==> src/rtl/mkdr_pkg.sv <==
// ----------------------------------------------------------------------------
// mkdr_pkg: shared types and constants for the key debounce/repeat block
// Register indexes, field widths, reset values and the controller states.
// ----------------------------------------------------------------------------
`default_nettype none

package mkdr_pkg;

  // Configuration field widths
  localparam int PRESS_W   = 8;
  localparam int LONG_W    = 16;
  localparam int REPEAT_W  = 16;
  localparam int RELEASE_W = 8;
  localparam int IDX_W     = 3;

  // Register reset values
  localparam logic [31:0]          REPEAT_EN_RESET = 32'd15;
  localparam logic [PRESS_W-1:0]   PRESS_RESET     = 8'd3;
  localparam logic [LONG_W-1:0]    LONG_RESET      = 16'd50;
  localparam logic [REPEAT_W-1:0]  REPEAT_RESET    = 16'd10;
  localparam logic [RELEASE_W-1:0] RELEASE_RESET   = 8'd3;

  // Register indexes on the configuration port
  typedef enum logic [IDX_W-1:0] {
    REG_REPEAT_EN = 3'd0,
    REG_PRESS     = 3'd1,
    REG_LONG      = 3'd2,
    REG_REPEAT    = 3'd3,
    REG_RELEASE   = 3'd4
  } cfg_idx_t;

  // Timing settings shared by every lane
  typedef struct packed {
    logic [PRESS_W-1:0]   press_ticks;
    logic [LONG_W-1:0]    long_press_ticks;
    logic [REPEAT_W-1:0]  repeat_ticks;
    logic [RELEASE_W-1:0] release_ticks;
  } tick_cfg_t;

  // Tick controller states
  typedef enum logic {
    ST_IDLE = 1'b0,
    ST_BUSY = 1'b1
  } ctl_state_t;

endpackage

`default_nettype wire

==> src/rtl/multi_key_debounce_repeat_unit.sv <==
// ----------------------------------------------------------------------------
// multi_key_debounce_repeat_unit: multi-key debounce with auto-repeat
// One lane per key tracks hold and release counts; results merge into a mask.
// ----------------------------------------------------------------------------
// Usage:
//   Input channel (in_valid/in_stall) carries one timer tick: key_levels,
//   active low. Each accepted tick yields exactly one result on the output
//   channel (out_valid/out_stall): fire_mask and any_pressed.
//   A result goes into the output register as soon as that register is free
//   when no key with repeat enabled sits past its long-press point, and
//   otherwise once each lane's serial remainder unit has also run (two bits
//   a cycle). One tick is in work at a time: the next tick is not taken
//   until the last result is in the output register. A finished result waits
//   there while the next tick is taken; a stalled output holds it, and a
//   second finished result waits in the lanes until the register frees up.
//   Configuration writes (cfg_valid/cfg_ready, always ready) are to go in
//   between ticks; the block itself does not enforce this. Reset loads the
//   default settings and clears all key state.
// ----------------------------------------------------------------------------
`default_nettype none

module multi_key_debounce_repeat_unit
  import mkdr_pkg::*;
#(
  parameter int  NUM_KEYS    = 6,
  parameter int  COUNT_WIDTH = 16,
  localparam int CFG_DATA_W  = (NUM_KEYS > 16) ? NUM_KEYS : 16
) (
  input  logic                  clk,
  input  logic                  rst,
  // tick input
  input  logic                  in_valid,
  output logic                  in_stall,
  input  logic [NUM_KEYS-1:0]   key_levels,
  // result output
  output logic                  out_valid,
  input  logic                  out_stall,
  output logic [NUM_KEYS-1:0]   fire_mask,
  output logic                  any_pressed,
  // configuration writes
  input  logic                  cfg_valid,
  output logic                  cfg_ready,
  input  logic [IDX_W-1:0]      cfg_index,
  input  logic [CFG_DATA_W-1:0] cfg_data
);

  localparam int VW    = (COUNT_WIDTH > LONG_W) ? COUNT_WIDTH : LONG_W;
  localparam int DIV_W = VW + (VW % 2);

  ctl_state_t          state;
  ctl_state_t          state_next;
  logic [NUM_KEYS-1:0] repeat_enable;
  tick_cfg_t           cfg;
  logic                any_held;
  logic [NUM_KEYS-1:0] lane_fire;
  logic [NUM_KEYS-1:0] lane_busy;
  logic                lanes_done;
  logic                out_free;
  logic                start;
  logic                load_out;

  assign cfg_ready = 1'b1;

  // Configuration registers
  always_ff @(posedge clk) begin
    if (rst) begin
      repeat_enable        <= REPEAT_EN_RESET[NUM_KEYS-1:0];
      cfg.press_ticks      <= PRESS_RESET;
      cfg.long_press_ticks <= LONG_RESET;
      cfg.repeat_ticks     <= REPEAT_RESET;
      cfg.release_ticks    <= RELEASE_RESET;
    end else if (cfg_valid && cfg_ready) begin
      case (cfg_idx_t'(cfg_index))
        REG_REPEAT_EN: repeat_enable        <= cfg_data[NUM_KEYS-1:0];
        REG_PRESS:     cfg.press_ticks      <= cfg_data[PRESS_W-1:0];
        REG_LONG:      cfg.long_press_ticks <= cfg_data[LONG_W-1:0];
        REG_REPEAT:    cfg.repeat_ticks     <= cfg_data[REPEAT_W-1:0];
        REG_RELEASE:   cfg.release_ticks    <= cfg_data[RELEASE_W-1:0];
        default: ;
      endcase
    end
  end

  // One lane per key
  for (genvar k = 0; k < NUM_KEYS; k++) begin : g_lane
    mkdr_lane #(
      .COUNT_WIDTH (COUNT_WIDTH),
      .VW          (VW),
      .DIV_W       (DIV_W)
    ) u_lane (
      .clk        (clk),
      .rst        (rst),
      .start      (start),
      .level      (key_levels[k]),
      .may_repeat (repeat_enable[k]),
      .cfg        (cfg),
      .fire       (lane_fire[k]),
      .busy       (lane_busy[k])
    );
  end

  assign lanes_done = ~|lane_busy;
  assign out_free   = !out_valid || !out_stall;

  // Next state
  always_comb begin
    state_next = state;
    case (state)
      ST_IDLE: begin
        if (in_valid) begin
          state_next = ST_BUSY;
        end
      end
      ST_BUSY: begin
        if (lanes_done && out_free) begin
          state_next = ST_IDLE;
        end
      end
      default: state_next = ST_IDLE;
    endcase
  end

  // Controller outputs
  always_comb begin
    in_stall = 1'b1;
    start    = 1'b0;
    load_out = 1'b0;
    case (state)
      ST_IDLE: begin
        in_stall = 1'b0;
        start    = in_valid;
      end
      ST_BUSY: begin
        load_out = lanes_done && out_free;
      end
      default: ;
    endcase
  end

  always_ff @(posedge clk) begin
    if (rst) begin
      state <= ST_IDLE;
    end else begin
      state <= state_next;
    end
  end

  // Capture the any-pressed flag on transfer
  always_ff @(posedge clk) begin
    if (start) begin
      any_held <= ~&key_levels;
    end
  end

  // Merge lane results into the output register
  always_ff @(posedge clk) begin
    if (rst) begin
      out_valid <= 1'b0;
    end else if (load_out) begin
      out_valid <= 1'b1;
    end else if (out_valid && !out_stall) begin
      out_valid <= 1'b0;
    end
  end

  always_ff @(posedge clk) begin
    if (load_out) begin
      fire_mask   <= lane_fire;
      any_pressed <= any_held;
    end
  end

endmodule

`default_nettype wire

==> src/rtl/mkdr_rem.sv <==
// ----------------------------------------------------------------------------
// mkdr_rem: serial remainder unit
// Restoring division, two quotient bits per cycle; reports a zero remainder.
// ----------------------------------------------------------------------------
`default_nettype none

module mkdr_rem
  import mkdr_pkg::*;
#(
  parameter int DIV_W = 16
) (
  input  logic                clk,
  input  logic                rst,
  input  logic                start,
  input  logic [DIV_W-1:0]    dividend,
  input  logic [REPEAT_W-1:0] divisor,
  output logic                busy,
  output logic                rem_zero
);

  localparam int CYCLES = DIV_W / 2;
  localparam int CNT_W  = $clog2(CYCLES + 1);

  logic [DIV_W-1:0]    num_sh;
  logic [REPEAT_W-1:0] rem;
  logic [REPEAT_W-1:0] divr;
  logic [CNT_W-1:0]    cnt;

  logic [REPEAT_W:0]   trial1;
  logic [REPEAT_W:0]   trial2;
  logic [REPEAT_W-1:0] rem1;
  logic [REPEAT_W-1:0] rem_next;

  // Two restoring steps per cycle
  always_comb begin
    trial1 = {rem, num_sh[DIV_W-1]};
    if (trial1 >= {1'b0, divr}) begin
      rem1 = REPEAT_W'(trial1 - {1'b0, divr});
    end else begin
      rem1 = trial1[REPEAT_W-1:0];
    end
    trial2 = {rem1, num_sh[DIV_W-2]};
    if (trial2 >= {1'b0, divr}) begin
      rem_next = REPEAT_W'(trial2 - {1'b0, divr});
    end else begin
      rem_next = trial2[REPEAT_W-1:0];
    end
  end

  // Load on start, then shift the dividend through
  always_ff @(posedge clk) begin
    if (rst) begin
      busy <= 1'b0;
      cnt  <= '0;
    end else if (start) begin
      busy <= 1'b1;
      cnt  <= CNT_W'(CYCLES);
    end else if (busy) begin
      busy <= (cnt != CNT_W'(1));
      cnt  <= cnt - 1'b1;
    end
  end

  always_ff @(posedge clk) begin
    if (start) begin
      num_sh <= dividend;
      rem    <= '0;
      divr   <= divisor;
    end else if (busy) begin
      num_sh <= num_sh << 2;
      rem    <= rem_next;
    end
  end

  assign rem_zero = (rem == '0);

endmodule

`default_nettype wire

==> src/rtl/mkdr_lane.sv <==
// ----------------------------------------------------------------------------
// mkdr_lane: debounce and repeat tracker for one key
// Holds the hold/release counters and pressed flag; decides the fire bit.
// ----------------------------------------------------------------------------
`default_nettype none

module mkdr_lane
  import mkdr_pkg::*;
#(
  parameter int COUNT_WIDTH = 16,
  parameter int VW          = 16,
  parameter int DIV_W       = 16
) (
  input  logic      clk,
  input  logic      rst,
  input  logic      start,
  input  logic      level,
  input  logic      may_repeat,
  input  tick_cfg_t cfg,
  output logic      fire,
  output logic      busy
);

  logic [COUNT_WIDTH-1:0] hold;
  logic [RELEASE_W-1:0]   rel_count;
  logic                   pressed;
  logic                   fire_imm;
  logic                   use_mod;

  logic [COUNT_WIDTH-1:0] hold_next;
  logic [RELEASE_W-1:0]   rel_count_next;
  logic                   pressed_next;
  logic                   fire_imm_next;
  logic                   use_mod_next;

  logic [COUNT_WIDTH-1:0] hold_inc;
  logic [RELEASE_W-1:0]   rel_inc;
  logic [VW-1:0]          count_ext;
  logic [VW-1:0]          press_ext;
  logic [VW-1:0]          long_ext;
  logic [DIV_W-1:0]       dividend;
  logic                   rem_zero;

  // Step the key state for one tick
  always_comb begin
    hold_inc       = hold + 1'b1;
    rel_inc        = rel_count + 1'b1;
    count_ext      = VW'(hold_inc);
    press_ext      = VW'(cfg.press_ticks);
    long_ext       = VW'(cfg.long_press_ticks);
    dividend       = DIV_W'(count_ext - long_ext);
    hold_next      = hold;
    rel_count_next = rel_count;
    pressed_next   = pressed;
    fire_imm_next  = 1'b0;
    use_mod_next   = 1'b0;
    if (!level) begin
      rel_count_next = '0;
      hold_next      = hold_inc;
      if (!pressed && count_ext == press_ext) begin
        pressed_next  = 1'b1;
        fire_imm_next = 1'b1;
      end else if (pressed && count_ext == long_ext) begin
        fire_imm_next = may_repeat;
      end else if (pressed && may_repeat && count_ext > long_ext) begin
        use_mod_next = (cfg.repeat_ticks != '0);
      end
    end else if (hold != '0 || pressed) begin
      if (rel_inc >= cfg.release_ticks) begin
        hold_next      = '0;
        rel_count_next = '0;
        pressed_next   = 1'b0;
      end else begin
        rel_count_next = rel_inc;
      end
    end else begin
      rel_count_next = '0;
    end
  end

  // Commit state on each accepted tick
  always_ff @(posedge clk) begin
    if (rst) begin
      hold      <= '0;
      rel_count <= '0;
      pressed   <= 1'b0;
      fire_imm  <= 1'b0;
      use_mod   <= 1'b0;
    end else if (start) begin
      hold      <= hold_next;
      rel_count <= rel_count_next;
      pressed   <= pressed_next;
      fire_imm  <= fire_imm_next;
      use_mod   <= use_mod_next;
    end
  end

  // Repeat phase check past the long-press point
  mkdr_rem #(
    .DIV_W (DIV_W)
  ) u_rem (
    .clk      (clk),
    .rst      (rst),
    .start    (start && use_mod_next),
    .dividend (dividend),
    .divisor  (cfg.repeat_ticks),
    .busy     (busy),
    .rem_zero (rem_zero)
  );

  assign fire = use_mod ? rem_zero : fire_imm;

endmodule

`default_nettype wire
==> config.mk <==
export PLATFORM = sky130hd
export DESIGN_NAME = multi_key_debounce_repeat_unit
export DESIGN_NICKNAME = d
export VERILOG_FILES = /design/src/rtl/mkdr_pkg.sv /design/src/rtl/multi_key_debounce_repeat_unit.sv /design/src/rtl/mkdr_rem.sv /design/src/rtl/mkdr_lane.sv
export SDC_FILE = /design/constraint.sdc
export NUM_CORES = 2
export LEC_CHECK = 0
export ABC_AREA = 1
export BUFFER_PORTS_ARGS = -buffer_cell sky130_fd_sc_hd__buf_2
export CAP_MARGIN = 40
export CORE_MARGIN = 4
export CORE_UTILIZATION = 55
export CTS_BUF_LIST = sky130_fd_sc_hd__clkbuf_4 sky130_fd_sc_hd__clkbuf_8 sky130_fd_sc_hd__clkbuf_16
export DETAILED_ROUTE_END_ITERATION = 12
export PLACE_DENSITY = 0.77
export SYNTH_ARGS = -nofsm -noshare
export SYNTH_HDL_FRONTEND = slang
export SYNTH_SLANG_ARGS = --single-unit
==> constraint.sdc <==
create_clock -name clk -period 6.2 [get_ports clk]
set_clock_uncertainty 0.2 [all_clocks]
set_input_delay 0.62 -clock clk [delete_from_list [all_inputs] [get_ports clk]]
set_output_delay 0.62 -clock clk [all_outputs]
set_load 0.01 [all_outputs]
==> results.json <==
{
  "start_kind": "flip-flop",
  "drt_iter0_markers": 4264,
  "nFillCells": 7273,
  "min-delay-start": "cfg_data[11]",
  "finalCritPeriodShare_pct": 85.9,
  "first_pass_iters": 5,
  "dieHeight_microns": 286,
  "root_buffer": "clkbuf_16",
  "grt_usage_pct": 29.2,
  "cts_hold_buf": 0,
  "yosysTopAreaCellShare_pct": 16.2,
  "use_met2_pct": 45.6,
  "dr_total_vias": 41173,
  "final_antenna_net_count": 0,
  "grt_pass1_wl_mm": 196,
  "die_x_microns": 286,
  "dp_hpwl_mm": 93.2,
  "synth_cells": 6223,
  "numCtsBuffers": 60,
  "vdd_drop_max_mv": 0.218,
  "via_per_inst": 5.63,
  "grt_max_degree": 57,
  "reg2reg_from": "g_lane[2].u_lane.hold[0]",
  "rsz0062_at_grt": "no",
  "pre_cts_slack_ns": 0.984,
  "grt_pass1_vias": 37437,
  "antenna_found_initial": 9,
  "tns_ns": 0,
  "arrival_ns": 5.36,
  "synth.distinct_cells": 58,
  "p_leak_nw": 22.9,
  "crit_path_end_kind": "flip-flop",
  "initial_core_util_pct": 55.7,
  "syn_area_per_cell_sq_um": 6.83,
  "rr_endpoint": "g_lane[2].u_lane.u_rem.num_sh[4]",
  "reg2reg_depth": 18,
  "top_usage_layer": "met2",
  "ys.flop_type": "dfxtp_1",
  "cts-resized-gates": 0,
  "syn_area_sq_mm": 0.0425,
  "ys_top_cells_by_area": "dfxtp_1 16%, nand2_1 15%, edfxtp_1 14%",
  "cts_tree": "yes",
  "layout-drive-gt1-share_pct": 4.26,
  "synth_edf_count": 200,
  "post-route-min-period_ns": 5.32,
  "clk_pin_slew_worst_paths_ns": 0.06,
  "power.density_mw_per_mm2": 205,
  "holdPathEnd": "cfg[19]",
  "final-setup-viol-count": 0,
  "holdPathStages": 3,
  "setup_slack_ns": 0.876,
  "r2r_slack_ns": 0.88,
  "worstSetupPathType": "flip-flop to flip-flop",
  "grt_overflow": 0,
  "worstPathRequired_ns": 6.24,
  "routed_wl_mm": 124,
  "hold_class": "primary input to flip-flop",
  "fmax_mhz": 188,
  "synth_fp_nets": 6637,
  "final_cell_area_sq_mm": 0.0458,
  "core-area_sq_mm": 0.0763,
  "syn_to_final_growth_pct": 7.67,
  "cts.path.max_buffers": 3,
  "maxSlewViolCount": 0,
  "num_rows": 101,
  "outcome": "complete, no violations",
  "wire_per_inst_microns": 17.0,
  "dieArea_sq_mm": 0.0818,
  "nets": 6627,
  "synth_area_leader_cell": "dfxtp_1",
  "remaining_drc_errors": 0,
  "final_cell_mix": "1725 x nand2_1, 854 x inv_1, 515 x nand3_1",
  "globalplace.congestion": 0.977,
  "drv_cap": 0,
  "yosys_warnings": 0,
  "hold_viol": 0,
  "cts_sinks": 544,
  "synth_seq_cells": 544,
  "worst_pin_slew_ns": 1.00,
  "yosysSeqAreaShare_pct": 30.3,
  "place_area_sq_mm": 0.0436,
  "pin_count": 40,
  "post-cts-setup-buffers": 0,
  "final_common_cell": "nand2_1",
  "use_met1_pct": 41.6,
  "whs_ns": 0.110,
  "async_flop_share_pct": 0,
  "relSlewSlack_pct": 33.2,
  "met3_usage_pct": 4.02,
  "io_buffers": 38,
  "path_max_fanout": 34,
  "clk_latency_ns": 0.63,
  "cts.htree.levels": 2
}
## worst max-delay path: stages (launching register included)
cell	delay, ns
dfxtp_1	0.52
ha_1	0.29
nand2_1	0.11
nor2_1	0.26
nand3_1	0.19
nor2_1	0.16
inv_1	0.05
nand2_1	0.11
inv_1	0.08
ha_1	0.37
nand2_1	0.11
nor2_1	0.12
nand3_1	0.10
nor4_2	0.19
nor3_1	0.09
nand2_2	0.45
inv_2	0.33
nor2_2	0.67
inv_1	0.52
## cells in the mapped netlist, types with 3 or more instances
cell	number
a211oi_1	38
a21boi_0	6
a21o_1	21
a21oi_1	430
a21oi_2	4
a22oi_1	48
a31oi_1	18
and2_1	6
and3_1	7
buf_1	4
buf_2	36
buf_4	11
buf_6	7
clkbuf_1	72
clkinv_1	3
dfxtp_1	344
edfxtp_1	200
fa_1	18
ha_1	366
inv_1	854
inv_2	15
nand2_1	1726
nand2_2	22
nand2_4	4
nand3_1	515
nand3_2	4
nand3b_1	31
nand4_1	78
nor2_1	497
nor2_2	10
nor2_4	14
nor3_1	57
nor3_2	4
nor4_1	31
o211ai_1	8
o21a_1	20
o21ai_0	344
o21ai_1	8
o21ai_2	3
o21bai_1	26
or2_2	11
xnor2_1	132
xor2_1	152
## state kept, by name, indices dropped and copies added (netlist names)
| signal | flops |
|---|---|
| g_lane.u_lane.u_rem.rem | 96 |
| g_lane.u_lane.use_mod | 6 |
| g_lane.u_lane.u_rem.cnt | 24 |
| g_lane.u_lane.u_rem.busy | 6 |
| g_lane.u_lane.fire_imm | 6 |
| g_lane.u_lane.u_rem.divr | 96 |
| out_valid | 1 |
| g_lane.u_lane.pressed | 6 |
| fire_mask | 6 |
| g_lane.u_lane.rel_count | 48 |
| any_held | 1 |
| repeat_enable | 6 |
| cfg | 48 |
| any_pressed | 1 |
| g_lane.u_lane.u_rem.num_sh | 96 |
| g_lane.u_lane.hold | 96 |
| state | 1 |
## power by group
| part | internal [mW] | total (mW) | switching (mW) |
|---|---|---|---|
| Clock | 2.32 | 3.88 | 1.56 |
| Sequential | 3.77 | 3.89 | 0.122 |
| Combinational | 0.564 | 1.64 | 1.08 |
## logic make-up (layout without fill, tap and decap cells)
kind of cell | after synthesis | count (layout) | synth area share [%]
muxes | 1 | 1 | 0.0235
and+or+nand+nor | 3022 | 3022 | 30.2
adders and majority gates | 384 | 384 | 11.6
AOI/OAI and AO/OA | 983 | 983 | 12.7
buffers and inverters | 1003 | 1043 | 9.19
xor gates and xnor gates | 285 | 285 | 5.90
other | 1 | 15 | 0.00882
DFF | 544 | 544 | 30.3
## through the flow
step | std cells | power [mW] | util (%)
5_1_grt | 7293 | 9.78 | 59.9
4_1_cts | 7293 | 9.40 | 59.9
3_5_place_dp | 7181 | 5.55 | 57.1
6_report | 7307 | 9.41 | 60.0
2_1_floorplan | 6223 | 5.11 | -
3_3_place_gp | 7177 | 5.51 | 57.0
## how the worst max path moves through the flow
| stage | end | cells past startpoint | startpoint | slack, ns |
|---|---|---|---|---|
| 2_1_floorplan | g_lane[4].u_lane.u_rem.rem[10] | 24 | g_lane[4].u_lane.u_rem.divr[2] | 2.46 |
| 3_3_place_gp | g_lane[2].u_lane.u_rem.num_sh[0] | 18 | g_lane[2].u_lane.hold[0] | 1.04 |
| 3_5_place_dp | g_lane[2].u_lane.u_rem.num_sh[0] | 18 | g_lane[2].u_lane.hold[0] | 0.98 |
| 4_1_cts | g_lane[2].u_lane.u_rem.num_sh[10] | 18 | g_lane[2].u_lane.hold[0] | 0.94 |
| 5_1_grt | g_lane[2].u_lane.u_rem.num_sh[15] | 18 | g_lane[2].u_lane.hold[0] | 0.26 |
| 6_report | g_lane[2].u_lane.u_rem.num_sh[4] | 18 | g_lane[2].u_lane.hold[0] | 0.88 |
## layout make-up
class                      count  area (sq um)  share of cell area [%]
tap                         1030          1290                    2.82
clock buffer                  69          1610                    3.52
clock inverter                43           528                    1.15
sequential                   544         12900                    28.2
inverter                     873          3280                    7.16
multi-input combinational   4676         25700                    56.2
timing repair buffer          58           410                   0.897
antenna                       14          35.0                  0.0765
## metal layers
layer	wire length, microns	up-vias
met5	10	-
met4	4680	2
met3	11000	273
met2	53000	1616
met1	55300	18882
li1	-	20400
Note: power is estimated with default switching activity, not from simulation.
